--- src/hdl/bce_pkg.sv ---
// Package for the Bezier curve evaluator: func codes, register indexes, sizes.
// No dependencies.
package bce_pkg;
    localparam logic [1:0] FUNC_WRITE  = 2'd0;
    localparam logic [1:0] FUNC_POS    = 2'd1;
    localparam logic [1:0] FUNC_DERIV  = 2'd2;
    localparam logic [1:0] FUNC_UNUSED = 2'd3;
    localparam logic [1:0] REG_ORDER   = 2'd0;
    localparam logic [1:0] REG_MIN     = 2'd1;
    localparam logic [1:0] REG_MAX     = 2'd2;
    localparam int CW = 32;
endpackage

--- src/hdl/bce_div.sv ---
// Restoring divider, one quotient bit per cycle: q = (d << FB) / s, d <= s.
// Depends on bce_pkg.
module bce_div import bce_pkg::*; #(
    parameter int FB = 16
) (
    input  logic          i_clk,
    input  logic          i_rst_n,
    input  logic          i_go,
    input  logic [32:0]   i_num,
    input  logic [32:0]   i_den,
    output logic          o_done,
    output logic [FB:0]   o_quo
);
    localparam int CNTW = $clog2(FB + 2);
    logic [33:0]   r_rem;
    logic [32:0]   r_den;
    logic [FB:0]   r_quo;
    logic [CNTW-1:0] r_cnt;
    logic          r_busy;
    logic [33:0]   w_trial;

    assign w_trial = r_rem - {1'b0, r_den};
    assign o_quo   = r_quo;

    always_ff @(posedge i_clk) begin
        if (!i_rst_n) begin
            r_busy <= 1'b0;
            o_done <= 1'b0;
            r_cnt  <= '0;
        end else begin
            o_done <= 1'b0;
            if (i_go) begin
                r_busy <= 1'b1;
                r_cnt  <= CNTW'(FB + 1);
            end else if (r_busy) begin
                r_cnt <= r_cnt - 1'b1;
                if (r_cnt == CNTW'(1)) begin
                    r_busy <= 1'b0;
                    o_done <= 1'b1;
                end
            end
        end
    end

    always_ff @(posedge i_clk) begin
        if (i_go) begin
            r_rem <= {1'b0, i_num};
            r_den <= i_den;
            r_quo <= '0;
        end else if (r_busy) begin
            if (!w_trial[33]) begin
                r_rem <= {w_trial[32:0], 1'b0};
                r_quo <= {r_quo[FB-1:0], 1'b1};
            end else begin
                r_rem <= {r_rem[32:0], 1'b0};
                r_quo <= {r_quo[FB-1:0], 1'b0};
            end
        end
    end
endmodule
--- config.mk ---
export PLATFORM = sky130hd
export DESIGN_NAME = bce_div
export DESIGN_NICKNAME = d
export VERILOG_FILES = /design/src/hdl/bce_pkg.sv /design/src/hdl/bce_div.sv
export SDC_FILE = /design/constraint.sdc
export NUM_CORES = 1
export LEC_CHECK = 0
export ABC_AREA = 1
export BUFFER_PORTS_ARGS = -buffer_cell sky130_fd_sc_hd__clkbuf_2
export CAP_MARGIN = 20
export CORE_AREA = 2 2 119 121
export DETAILED_ROUTE_END_ITERATION = 12
export DIE_AREA = 0 0 121 123
export MAX_ROUTING_LAYER = met4
export PLACE_DENSITY = 0.7
export SKIP_LAST_GASP = 1
export SYNTH_ARGS = -nofsm -noshare
export SYNTH_HDL_FRONTEND = slang
export SYNTH_SLANG_ARGS = --single-unit
--- constraint.sdc ---
create_clock -name i_clk -period 2.5 [get_ports i_clk]
set_input_delay 0.125 -clock i_clk [delete_from_list [all_inputs] [get_ports i_clk]]
set_output_delay 0.125 -clock i_clk [all_outputs]
set_load 0.05 [all_outputs]
==> run_results.csv, run 1 <==
group,metric,value,unit
detailed_routing,drc,0,
setup_path,cp_slowest_cell,"edfxtp_1",
sta,finClkSkew,0.0135,ns
sta,hold_viol,0,
pwr,power.internal,3.86,mW
placed_design,gp_congestion,0.941,
yosys,synth.cell_area,0.00668,mm2
setup_path,ff2ff_setup_slack,0.14,ns
setup_path,crit_top_cell,"nand3_1",
run,drv_cap,0,
layout,antenna_cells,0,
yosys,synth_seq_area_share,37.2,%
pwr,switching_share,41.9,%
yosys,synth_top_area_share,29.7,%
layout,n_fill_cell,1310,
sta,slew-limit-headroom,67.2,%
placed_design,dp_hpwl,13500,um
yosys,synth_compound_area_share,4.01,%
placed_design,portBuffers,86,
setup_path,start_kind,"register",
cts,clock-sinks,91,
pwr,ir_drop,0.000547,V
layout,area_delta_synth_final,24.8,%
setup_path,cp_max_fo,18,
setup_path,worstPathRequired,2.62,ns
pwr,seqPwrFrac,29.9,%
yosys,synth_cell_types,36,
yosys,synthCells,979,
detailed_routing,drt_iter0_markers,313,
floorplanning,die_area,0.0149,mm2
floorplanning,ios,87,
yosys,yosys_register_bits,91,
sta,period_share,94.6,%
yosys,synth_simple_gate_area_share,35.1,%
hold_path,whs_endpoint,"r_cnt[4]",
detailed_routing,firstDrtPassIters,5,
setup_path,r2r_start,"r_rem[5]",
sta,grt_setup_unrepaired,"true",
layout,layout-drive-gt1-share,16.3,%
sta,max_freq,423,MHz
floorplanning,die_y,123,um
detailed_routing,wire_per_inst,13.8,um
yosys,synth_top_cell_by_area,"edfxtp_1",
yosys,synth_area_leaders,"edfxtp_1, nand2_1, inv_1",
pwr,pwr-share-clk,21.7,%
floorplanning,core-area,0.0136,mm2
layout,final_nets,1220,
grt,grt_pass1_wl,29500,um
setup_path,worstReg2RegEnd,"r_rem[10]",
pwr,power.density,798,mW/mm2
layout,regArea,0.00248,mm2
setup_path,path_class,"register to register",
cts,clockRootBuffer,"clkbuf_16",
cts,cts_tree,"yes",
grt,grt_overflow_total,0,
hold_path,hold_depth,2,
sta,drv_slew,0,
sta,tightest_slew,0.492,ns
cts,cts_buffer_depth,2,
yosys,synth_top_family_by_area,"simple AND/OR/NAND/NOR gates",
detailed_routing,wirelength,18000,um
grt,grt_usage,26.2,%
pwr,combPwrFrac,48.4,%
placed_design,post-place-ws,-0.0756,ns
sta,setup_viol,0,
yosys,synth_xor_area_share,2.10,%
yosys,synth_edf_count,66,
yosys,syn_area_per_cell,6.82,um2
floorplanning,initial_utilization,49.1,%
detailed_routing,ant_nets,0,
layout,multi_input_area,0.00345,mm2
setup_path,ff2ff_path_depth,13,
yosys,yosys_warnings,0,
yosys,synth-main-ff-cell,"edfxtp_1",
grt,antenna_found_initial,0,
cts,clock_latency,0.37,ns
cts,htreeDepth,3,
detailed_routing,vias,6242,
floorplanning,die_w,121,um
status,status,"finished, final reports clean",
yosys,syn_nets,1084,
setup_path,cpPeakStageDelay,0.45,ns
pwr,power_switching,2.79,mW
yosys,synthMuxAreaShare,0,%
yosys,synthArstFlopShare,0,%
setup_path,cp_data_arrival_time,2.48,ns
floorplanning,rows,43,
setup_path,worstPathCellList,"ha_4, nand2_1, nor2_2, nand3_1, nand3_4, nand2_2, nand2_2, nand2_4, nand3_2, buf_12, nand3_1, nand3_1, nand2_1",
sta,hold_slack,0.0194,ns
grt,grt_pass1_vias,6150,
sta,setup_slack,0.136,ns
cts,path_clk_slew,0.08,ns
grt,grt_max_degree,36,
yosys,yosys.area_share.adder,6.85,%
hold_path,min_from,"i_rst_n",
cts,post-cts-setup-buffers,0,
hold_path,hp-class,"primary input to register",
sta,post-route-min-period,2.36,ns
cts,cts_made_buffers,9,
detailed_routing,vias_per_cell,4.80,
pwr,p_leak,4.39,nW
setup_path,critPathCaptureType,"register",
==> registers in the layout, summed over array words and instances (netlist names) <==
signal	flops
o_done	1
o_quo	17
r_busy	1
r_cnt	5
r_den	33
r_rem	34
==> synthesized netlist by cell type, drive strengths merged (6+ instances only) <==
library cell and n:
inv 220, edfxtp 66, nor3 8, nand3b 8, nand3 125, ha 35, a21oi 22, xnor2 14
buf 15, nand4 6, nor2 53, nand2 337, clkbuf 6, o22ai 15, o21ai 6, dfxtp 25
and2 7
==> power by group through the flow <==
| stage | logic [mW] | registers [mW] | clock network [mW] |
|---|---|---|---|
| floorplan | 2.18 | 1.97 | 0 |
| global placement | 2.98 | 1.98 | 0 |
| detailed placement | 2.99 | 1.99 | 0 |
| CTS | 3.07 | 1.96 | 1.48 |
| global route | 3.64 | 2.01 | 1.52 |
| finish | 3.22 | 1.99 | 1.44 |
==> cells in the final DEF, fill, tap and decap left out, types with 10 or more instances in the layout <==
master	instances
nand2_1	320
inv_1	217
nand3_1	121
clkbuf_2	86
edfxtp_1	66
nor2_1	43
dlygate4sd3_1	33
dfxtp_1	25
ha_1	21
a21oi_1	20
buf_4	20
o22ai_1	15
xnor2_1	14
nand2_2	13
ha_4	10
==> critical path, delay by kind of cell, from the launching register on <==
kind / cells / cell delay (ns)
buf+inv: 1 / 0.17
simple gates: 11 / 1.16
fa+ha+maj: 1 / 0.31
flops: 1 / 0.45
==> cells by family after synthesis <==
family                   Yosys count
adder cells (fa/ha/maj)           36
flip-flops                        91
XOR/XNOR                          16
AND/OR/NAND/NOR                  546
buffers and inverters            243
AO/OA/AOI/OAI                     47
==> area by class of cell <==
| cell class | count | share of cell area (%) |
|---|---|---|
| inverter | 222 | 10.0 |
| clock inverter | 7 | 1.07 |
| sequential | 91 | 29.8 |
| multi-input combinational | 646 | 41.4 |
| clock buffer | 9 | 2.70 |
| tap | 180 | 2.70 |
| timing repair buffer | 145 | 12.4 |
==> worst max path at each step <==
stage / startpoint / to / depth (start not counted)
after floorplan: i_go / r_rem[0] / 4
after global placement: r_rem[8] / r_rem[24] / 15
after detailed placement: r_rem[7] / r_rem[24] / 15
after CTS: r_rem[7] / r_rem[4] / 15
after global routing: r_rem[5] / r_rem[10] / 13
final: r_rem[5] / r_rem[10] / 13
==> through the flow <==
stage	util (%)	cell area [um2]	instances	setup TNS [ns]	total power, mW
4_1_cts	59.6	8120	1300	-0.00850	6.52
3_5_place_dp	54.7	7450	1250	-0.855	4.98
2_1_floorplan	-	6680	979	0	4.15
5_1_grt	61.2	8340	1300	-0.0372	7.17
3_3_place_gp	54.7	7450	1250	-0.485	4.96
6_report	61.2	8340	1300	0	6.65
==> what timing repair did <==
item / in CTS / in global routing
hold endpoints to repair: 33 / 0
gates cloned: 1 / 0
endpoints found under the setup margin: 32 / 33
pin swaps: 0 / 1
gates resized for setup: 1 / 40
hold buffers: 33 / 0
==> layer usage <==
layer | vias to the layer above | global-route usage [%] | wire (um)
met2 | 119 | 43.1 | 8440
met4 | 0 | 6.18 | 310
li1 | 3317 | - | -
met3 | 24 | 4.80 | 783
met5 | - | - | 0
met1 | 2782 | 33.7 | 8450
Note: power is estimated with default switching activity, not from simulation.
==> run 2: changes to the inputs <==
- CELL_PAD_IN_SITES_DETAIL_PLACEMENT: not set -> 0
- CELL_PAD_IN_SITES_GLOBAL_PLACEMENT: not set -> 1
- CORE_AREA: 2 2 119 121 -> 2 2 116 147
- DIE_AREA: 0 0 121 123 -> 0 0 118 149
- PLACE_DENSITY: 0.7 -> not set
- PLACE_DENSITY_LB_ADDON: not set -> 0.1
- SLEW_MARGIN: not set -> 25
==> run 2 against run 1 <==
Against the previous run: worst setup slack improved by 0.017 ns; flip-flop and latch count unchanged; sequential share of layout area shrank 0.31 points; non-clock buffer count grew 1; die area grew 18%; sequential power hardly changed; clock skew shrank 0.0019 ns; routed wire length grew 2.2%; critical path depth fell by 2; core utilization shrank 9.8 points; critical endpoint is now r_rem[22].
==> run_results.csv, run 2 (synthesis results as in run 1) <==
group,metric,value,unit
status,status,"finished, final reports clean",
detailed_routing,firstDrtPassIters,5,
placed_design,gp_congestion,0.938,
cts,cts_made_buffers,9,
layout,n_fill_cell,1742,
setup_path,ff2ff_path_depth,11,
cts,htreeDepth,3,
sta,finClkSkew,0.0116,ns
placed_design,portBuffers,86,
setup_path,path_class,"register to register",
setup_path,worstPathRequired,2.62,ns
detailed_routing,drc,0,
cts,clockRootBuffer,"clkbuf_16",
sta,period_share,93.9,%
placed_design,dp_hpwl,14600,um
grt,grt_pass1_vias,6159,
sta,grt_setup_unrepaired,"true",
pwr,power.density,802,mW/mm2
detailed_routing,vias,6172,
sta,tns,0,ns
cts,cts_tree,"yes",
setup_path,cp_data_arrival_time,2.46,ns
setup_path,ff2ff_setup_slack,0.15,ns
setup_path,critPathCaptureType,"register",
sta,drv_slew,0,
setup_path,start_kind,"register",
pwr,ir_drop,0.000317,V
cts,path_clk_slew,0.07,ns
hold_path,hp-class,"primary input to register",
grt,grt_usage,22.2,%
detailed_routing,vias_per_cell,4.61,
detailed_routing,wire_per_inst,13.7,um
layout,regArea,0.00248,mm2
sta,hold_viol,0,
grt,antenna_found_initial,0,
floorplanning,initial_utilization,40.8,%
grt,grt_max_degree,37,
setup_path,cp_max_fo,11,
layout,area_delta_synth_final,26.1,%
detailed_routing,wirelength,18400,um
layout,multi_input_area,0.00343,mm2
hold_path,whs_endpoint,"r_cnt[4]",
sta,max_freq,426,MHz
run,drv_cap,0,
layout,layout_common_cells,"nand2_1, inv_1, nand3_1, clkbuf_2, edfxtp_1",
hold_path,hold_depth,2,
grt,grt_overflow_total,0,
cts,cts_buffer_depth,2,
detailed_routing,ant_nets,0,
sta,post-route-min-period,2.35,ns
hold_path,min_from,"i_rst_n",
layout,final_nets,1220,
floorplanning,core-area,0.0164,mm2
layout,largest_reg_flops,34,
layout,fin_cells,1340,
layout,regMostFlops,"r_rem",
floorplanning,rows,53,
cts,clock-sinks,91,
floorplanning,ios,87,
detailed_routing,drt_iter0_markers,327,
layout,antenna_cells,0,
cts,clock_latency,0.37,ns
sta,setup_viol,0,
pwr,p_leak,4.42,nW
floorplanning,die_area,0.0176,mm2
setup_path,r2r_start,"r_rem[22]",
cts,post-cts-setup-buffers,0,
layout,fin_util,51.4,%
grt,grt_pass1_wl,29800,um
layout,layout_commonest_cell,"nand2_1",
pwr,power,6.76,mW
floorplanning,die_w,118,um
sta,slew-limit-headroom,68.0,%
floorplanning,die_y,149,um
sta,tightest_slew,0.480,ns
placed_design,dp.cells,1291,
layout,layout-drive-gt1-share,15.6,%
setup_path,worstReg2RegEnd,"r_rem[22]",
[run 2: repair_timing]
action	in CTS	in global routing
endpoints found under the hold margin	33	0
endpoints found under the setup margin	0	32
hold buffers	33	0
resized for setup	0	33
[run 2: worst max-delay path by stage]
stage,startpoint,to,slack [ns],depth (start not counted)
5_1_grt,r_rem[6],r_rem[15],-0.03,13
4_1_cts,r_rem[7],r_rem[4],0.02,16
6_report,r_rem[22],r_rem[22],0.15,11
3_3_place_gp,r_rem[0],r_rem[29],0.08,16
3_5_place_dp,r_rem[7],r_rem[4],0.04,16
2_1_floorplan,i_go,r_rem[0],0.35,4
[run 2: final cells by class]
type                            count  area share, %
Clock buffer                       13           3.73
Clock inverter                      3          0.342
Inverter                          222           9.89
Multi-Input combinational cell    645           40.7
Sequential cell                    91           29.5
Tap cell                          220           3.27
Timing Repair Buffer              146           12.6
[run 2: metal layers]
metal  vias up  share of wire [%]  GRT usage, %
met2       105                 50          38.7
met4         0                2.4          8.92
met1      2726                 45          26.5
met5         -                  0             -
met3        27                2.9          2.37
li1       3314                  -             -
[run 2: power by group]
group / leakage, nW / switching (mW) / internal [mW]
clock network: 0.170 / 0.649 / 0.897
registers: 0.861 / 0.124 / 1.86
logic: 3.39 / 1.93 / 1.30
[run 2: stage by stage]
| stage | setup slack (ns) | cell area [um2] | hold WS, ns |
|---|---|---|---|
| 2_1_floorplan | 0.346 | 6680 | 0.224 |
| 3_3_place_gp | 0.0804 | 7530 | 0.301 |
| 3_5_place_dp | 0.0395 | 7530 | 0.304 |
| 4_1_cts | 0.0250 | 8210 | 0.00714 |
| 5_1_grt | -0.0329 | 8420 | 0.0166 |
| 6_report | 0.153 | 8420 | 0.0177 |
[run 2: critical path: stages (launching register included)]
cell      delay, ns
edfxtp_1       0.41
ha_1           0.40
nand2_1        0.15
nor2_1         0.20
nand2_1        0.12
a21oi_2        0.19
nor2_4         0.08
nand3_2        0.10
buf_4          0.22
nand3_1        0.10
nand3_1        0.08
nand2_1        0.06
==> run 3: changes to the inputs <==
--- a/config.mk
+++ b/config.mk
@@ -17,5 +17,5 @@
 export PLACE_DENSITY_LB_ADDON = 0.1
 export SKIP_LAST_GASP = 1
-export SLEW_MARGIN = 25
+export SLEW_MARGIN = 30
 export SYNTH_ARGS = -nofsm -noshare
 export SYNTH_HDL_FRONTEND = slang
==> constraint.sdc (replaced) <==
create_clock -name i_clk -period 2.5 [get_ports i_clk]
set_input_delay 0.25 -clock i_clk [delete_from_list [all_inputs] [get_ports i_clk]]
set_output_delay 0.25 -clock i_clk [all_outputs]
set_load 0.05 [all_outputs]
==> run 3 against run 2 <==
Against the previous run: sequential power hardly changed; worst setup slack worse by 0.021 ns; via count is 0.70% lower; clock power hardly changed; fmax is 0.90% lower; global-route usage is 0.13 points lower; largest cell class unchanged; largest power group unchanged.
==> run_results.csv, run 3 (synthesis results as in run 1) <==
group,metric,value,unit
setup_path,worstPathRequired,2.62,ns
layout,final_nets,1189,
sta,finClkSkew,0.00766,ns
floorplanning,ios,87,
layout,fin_area,0.00809,mm2
placed_design,dp_hpwl,14600,um
floorplanning,rows,53,
floorplanning,core-area,0.0164,mm2
setup_path,critPathCaptureType,"register",
layout,n_fill_cell,1786,
pwr,ir_drop,0.000420,V
detailed_routing,vias,6129,
detailed_routing,drt_iter0_markers,270,
detailed_routing,wirelength,18900,um
grt,grt_overflow_total,0,
grt,grt_pass1_wl,29800,um
setup_path,path_class,"register to register",
run,drv_cap,0,
placed_design,dpl-instance-area,0.00753,mm2
cts,clock-sinks,91,
layout,multi_input_area,0.00338,mm2
placed_design,portBuffers,86,
grt,grt_usage,22.1,%
placed_design,gp_congestion,0.944,
sta,tightest_slew,0.493,ns
placed_design,dp.cells,1291,
floorplanning,die_area,0.0176,mm2
layout,layout_common_cells,"nand2_1, inv_1, nand3_1, clkbuf_2, edfxtp_1",
sta,post-route-min-period,2.37,ns
layout,area_delta_synth_final,21.1,%
layout,layout_commonest_cell,"nand2_1",
sta,hold_viol,0,
hold_path,hp-class,"primary input to register",
sta,tns,0,ns
detailed_routing,ant_nets,0,
cts,cts_hold_buf,0,
cts,cts_made_buffers,9,
grt,antenna_found_initial,0,
layout,layout-drive-gt1-share,15.7,%
setup_path,cp_max_fo,11,
pwr,power.density,836,mW/mm2
sta,setup_slack,0.132,ns
detailed_routing,vias_per_cell,4.68,
cts,htreeDepth,3,
cts,path_clk_slew,0.07,ns
status,status,"finished, final reports clean",
layout,regMostFlops,"r_rem",
setup_path,start_kind,"register",
placed_design,post-place-ws,0.0668,ns
grt,grt_max_degree,37,
detailed_routing,wire_per_inst,14.4,um
sta,period_share,94.7,%
cts,clockRootBuffer,"clkbuf_16",
pwr,power,6.77,mW
cts,cts_buffer_depth,2,
pwr,p_leak,4.32,nW
sta,setup_viol,0,
setup_path,cp_data_arrival_time,2.49,ns
floorplanning,die_y,149,um
cts,cts_tree,"yes",
sta,slew-limit-headroom,67.1,%
detailed_routing,firstDrtPassIters,5,
layout,fin_cells,1309,
floorplanning,initial_utilization,40.8,%
layout,regArea,0.00248,mm2
grt,grt_pass1_vias,6167,
sta,max_freq,422,MHz
sta,drv_slew,0,
detailed_routing,drc,0,
cts,clock_latency,0.36,ns
setup_path,ff2ff_setup_slack,0.13,ns
floorplanning,die_w,118,um
sta,grt_setup_unrepaired,"true",
layout,largest_reg_flops,34,
layout,antenna_cells,0,
==> run 3: changes by cell type in the layout (fill, tap and decap cells not counted), sizes merged <==
cell         change
bufinv           +1
clkinvlp         +1
dlygate4sd3     -33
==> run 3: what timing repair did <==
| action | 4_1_cts | 5_1_grt |
|---|---|---|
| resized for setup | 0 | 32 |
| setup buffers | 0 | 0 |
| setup endpoints to repair | 0 | 33 |
==> run 3: final cells by class <==
class,instances,area share [%]
sequential,91,30.7
clock inverter,5,0.788
tap,220,3.40
clock buffer,11,3.26
multi-input combinational,645,41.8
inverter,222,10.3
timing repair buffer,115,9.82
==> run 3: routing by layer <==
metal	wire (um)	track usage, %	vias up
li1	-	-	3238
met1	8440	26.0	2757
met2	9400	38.2	105
met3	562	3.67	29
met4	480	8.13	0
met5	0	-	-
==> run 3: per-stage QoR <==
stage,hold slack [ns],util (%)
6_report,0.0567,49.4
3_3_place_gp,0.426,46.0
2_1_floorplan,0.349,-
4_1_cts,0.0506,48.0
3_5_place_dp,0.429,46.0
5_1_grt,0.0459,49.4
==> run 3: worst paths after layout <==
kind	start	end	depth (start not counted)
worst max register to register	r_rem[27]	r_rem[9]	11
worst min-delay path	i_den[6]	r_den[6]	1
worst min register to register	o_quo[16]	o_quo[16]	2
worst max-delay path	r_rem[27]	r_rem[9]	11
==> run 3: worst max-delay path, stage by stage (launching register included) <==
cell and delay [ns]:
edfxtp_1 0.42, ha_2 0.39, nand2_1 0.12, nor2_1 0.21, nand2_1 0.11, nor2_1 0.22
nand2_4 0.12, nand3_4 0.12, clkbuf_16 0.19, nand3_1 0.09, nand3_1 0.08, nand2_1 0.05
==> run 3: report_power, final <==
group,switching [mW],internal [mW],leakage [nW]
logic,1.98,1.30,3.30
clock network,0.652,0.873,0.158
registers,0.112,1.86,0.861
